[src/rtl/core/sawc_pkg.sv]
// Shared request, response and queue entry types for the write-back cache.
package sawc_pkg;

   typedef enum logic [1:0] {
      OP_READ  = 2'd0,
      OP_WRITE = 2'd1,
      OP_FILL  = 2'd2,
      OP_NONE  = 2'd3
   } op_type;

   typedef enum logic [1:0] {
      KIND_READ  = 2'd0,
      KIND_WRITE = 2'd1,
      KIND_WB    = 2'd2,
      KIND_FILL  = 2'd3
   } kind_type;

   typedef struct packed {
      logic [1:0]  operation;
      logic [31:0] address;
      logic [31:0] write_data;
      logic [31:0] fill_word;
   } req_type;

   typedef struct packed {
      logic [1:0]  kind;
      logic        hit;
      logic [31:0] data_word;
      logic [31:0] memory_address;
      logic        last;
   } rsp_type;

   // classified request as it sits in the queue
   typedef struct packed {
      logic        is_fill;
      logic        is_write;
      logic [31:0] address;
      logic [31:0] data;
   } job_type;

endpackage

[src/rtl/core/sawc_front.sv]
// Front end: accepts requests, drops unused codes, queues classified jobs.
module sawc_front (
   input  logic              clock,
   input  logic              reset,
   input  logic              req_valid,
   output logic              req_ready,
   input  sawc_pkg::req_type req_data,
   output sawc_pkg::job_type q_job,
   output logic              q_valid,
   input  logic              q_pop
);
   import sawc_pkg::*;

   job_type    fifo_ff [2];
   job_type    job_new;
   logic       wr_ptr_ff, wr_ptr_in;
   logic       rd_ptr_ff, rd_ptr_in;
   logic [1:0] count_ff, count_in;
   logic       push;

   assign req_ready = (count_ff != 2'd2);
   assign push      = req_valid && req_ready && (req_data.operation != OP_NONE);
   assign q_valid   = (count_ff != 2'd0);
   assign q_job     = fifo_ff[rd_ptr_ff];

   always_comb begin
      job_new.is_fill  = (req_data.operation == OP_FILL);
      job_new.is_write = (req_data.operation == OP_WRITE);
      job_new.address  = req_data.address;
      job_new.data     = job_new.is_fill ? req_data.fill_word : req_data.write_data;
      wr_ptr_in = wr_ptr_ff ^ push;
      rd_ptr_in = rd_ptr_ff ^ (q_pop && q_valid);
      count_in  = count_ff + {1'b0, push} - {1'b0, q_pop && q_valid};
   end

   always_ff @(posedge clock) begin
      if (reset) begin
         wr_ptr_ff <= 1'b0;
         rd_ptr_ff <= 1'b0;
         count_ff  <= 2'd0;
      end else begin
         wr_ptr_ff <= wr_ptr_in;
         rd_ptr_ff <= rd_ptr_in;
         count_ff  <= count_in;
      end
   end

   always_ff @(posedge clock) begin
      if (push) begin
         fifo_ff[wr_ptr_ff] <= job_new;
      end
   end

endmodule

[config.mk]
export PLATFORM = sky130hd
export DESIGN_NAME = sawc_front
export DESIGN_NICKNAME = d
export VERILOG_FILES = /design/src/rtl/core/sawc_pkg.sv /design/src/rtl/core/sawc_front.sv
export SDC_FILE = /design/constraint.sdc
export NUM_CORES = 1
export LEC_CHECK = 0
export BUFFER_PORTS_ARGS = -buffer_cell sky130_fd_sc_hd__buf_4
export CAP_MARGIN = 25
export CORE_AREA = 2 2 102 104
export DETAILED_ROUTE_END_ITERATION = 6
export DIE_AREA = 0 0 104 106
export GPL_TIMING_DRIVEN = 0
export MAX_ROUTING_LAYER = met4
export PLACE_DENSITY = 0.95
export SYNTH_ARGS = -nofsm -noshare
export SYNTH_HDL_FRONTEND = slang
export SYNTH_SLANG_ARGS = --single-unit
[constraint.sdc]
create_clock -name clock -period 6.5 [get_ports clock]
set_clock_uncertainty 0.05 [all_clocks]
set_input_delay 0.65 -clock clock [delete_from_list [all_inputs] [get_ports clock]]
set_output_delay 0.65 -clock clock [all_outputs]
set_load 0.02 [all_outputs]
==> flow_summary.toml <==
[clocking]
clkTransAtPathRegs_ns = 0.06
cts.sinks = 136
numCtsBuffers = 17
postCtsHoldBufs = 0
cts_setup_buffers = 0
cts_tree = "done"
cts_resized = 0
htreeDepth = 4
root_buffer = "clkbuf_8"
clk_latency_ns = 0.51
cts_buffer_depth = 2

[routing]
via_count = 3096
routed_wl_um = 10800
drcViolationCount = 0
ant_nets = 0
wire_per_inst_um = 17.8
via_per_inst = 5.09
drt_iter0_drc = 144
dr.pass1.iters = 4

[die]
start_util_pct = 53.7
rows = 37
core_area_mm2 = 0.0100
die_area_mm2 = 0.0110
io_pins = 170
die_x_um = 104
fp.dieH_um = 106

[sta]
fmax_mhz = 364
setup_slack_ns = 3.75
finalHoldViolCount = 0
grt_setup_unrepaired = "no"
drv_slew = 0
fin_crit_sh_pct = 42.3
timing.setup.tns_ns = 0
setup_viol = 0
relSlewSlack_pct = 36.8
fin_crit_ns = 2.75
worst_pin_slew_ns = 0.948

[critical_path]
end_kind = "output port"
required_ns = 5.80
startpoint_type = "register"
crit_buf_inv = 3
arrival_ns = 2.05
worst_path_max_delay_cell = "dfxtp_1"
critPathMaxFanout = 10
crit_top_cell = "buf_2"
cp_top_family = "buffers and inverters"
cp_slowest_stage_delay_ns = 0.38
timing.critical_path.cells = "buf_2 -> buf_2 -> mux2_2 -> buf_4"
path_class = "register to output port"

[pwr]
cellPowerDensity_mw_per_mm2 = 346
power_mw = 2.57
vdd_drop_max_mv = 0.219
power.leakage_nw = 2.85

[placed_design]
placed_area_mm2 = 0.00683
place_congestion = 0.743
numPortBuffers = 169
place_ws_ns = 3.93
dp_hpwl_um = 7400

[layout]
fillers = 621
finalNetCount = 563
finalInstanceArea_mm2 = 0.00742
diodes = 0
area_growth_pct = 38.2
drive_above_1_share_pct = 65.9

[yosys]
synth.area.top_cells = "edfxtp_1, mux2_2, dfxtp_1"
synth_seq_cells = 136
netlist_area_mm2 = 0.00537
yosysMostFrequentCell = "edfxtp_1"
synth_top_flop_cell = "edfxtp_1"
yosysTopAreaCell = "edfxtp_1"
synth_cells = 271
yosys_warnings = 0
syn_nets = 375
synth_cell_type_count = 21
synth_top_area_share_pct = 73.8
ys_async_sr_fraction_pct = 0
synth_edf_count = 132
ys_seq_area_share_pct = 75.3
synth_area_per_cell_um2 = 19.8
synth_commonest_cells = "edfxtp_1, mux2_2, buf_2, dfxtp_1"

[grt]
grt_max_degree = 67
grt_usage_pct = 20.8
grt_overflow = 0
first_global_vias = 3429
antenna_found_initial = 0
grt_pass1_wl_um = 16800

[outcome]
outcome = "finished, final reports clean"

[run]
maxCapViolations = 0

[hold_path]
hold_class = "primary input to register"
## final timing paths
check | from | end | slack [ns] | depth (start not counted)
setup / recovery | rd_ptr_ff$_SDFF_PP0_ | q_job[36] | 3.75 | 4
hold / removal | req_data[74] | fifo_ff[1][42]$_DFFE_PP_ | 0.28 | 1
setup reg to reg | count_ff[0]$_SDFF_PP0_ | fifo_ff[0][57]$_DFFE_PP_ | 4.42 | 3
hold reg to reg | wr_ptr_ff$_SDFF_PP0_ | wr_ptr_ff$_SDFF_PP0_ | 0.56 | 3
## routing by layer
layer,vias to the layer above,track usage [%],wire length [um]
met4,0,7.14,68
li1,1440,-,-
met3,6,5.89,549
met1,1526,22.8,4300
met5,-,-,0
met2,124,36.6,5910
## sequential cells by signal, summed over array words and instances, names as in the netlist
name and count:
fifo_ff 132, rd_ptr_ff 1, wr_ptr_ff 1, count_ff 2
## report_power, final
group          internal [mW]  switching, mW
clock network          0.615          0.336
registers               1.05         0.0207
logic                  0.260          0.281
## worst register-to-register path: cells and delay by family, from the launching register on
family	cells	cell delay, ns
buf+inv	1	0.10
compound gates	1	0.30
flops	1	0.40
fa+ha+maj	1	0.81
## layout by cell type, fill, tap and decap left out
cell type     n
edfxtp_1    132
or2_2         1
inv_1         2
clkbuf_16    16
clkinv_1      3
or3_1         1
clkinvlp_4    5
dfxtp_1       4
and2b_1       1
xor2_1        1
nand2_1       3
ha_1          1
buf_2        11
nor2b_1       2
o21ai_0       1
clkinv_2      3
a211oi_1      1
a21bo_4       1
nor2_1        3
o211a_1       1
and2_4        1
a31oi_1       1
a21oi_1       3
clkbuf_8      1
bufinv_16     4
ha_4          1
buf_4       169
a21o_1        1
mux2_2       98
## cell families after synthesis
group / after synthesis / synth area share, %
AOI/OAI and AO/OA: 9 / 1.26
xor gates and xnor gates: 1 / 0.163
adders and majority gates: 2 / 0.466
buffers and inverters: 13 / 1.16
DFF: 136 / 75.3
muxes: 98 / 20.5
and+or+nand+nor: 12 / 1.14
## per-stage QoR
| stage | utilization, % | hold slack, ns | cells |
|---|---|---|---|
| after global routing | 74.2 | 0.241 | 608 |
| after detailed placement | 68.3 | 0.549 | 576 |
| after global placement | 68.1 | 0.484 | 576 |
| after floorplan | - | 0.473 | 271 |
| final | 74.2 | 0.275 | 608 |
| after CTS | 74.2 | 0.247 | 608 |
## layout make-up
cell class              count  area, um2  share of cell area [%]
flip-flops and latches    136       4040                    54.5
multi-input cells         122       1280                    17.3
repair buffers            169       1270                    17.1
clock buffers              17        414                    5.58
clock inverters            15        184                    2.48
well taps                 136        170                    2.29
plain buffers              11       55.1                   0.741
inverters                   2       7.51                   0.101
Note: power is estimated with default switching activity, not from simulation.
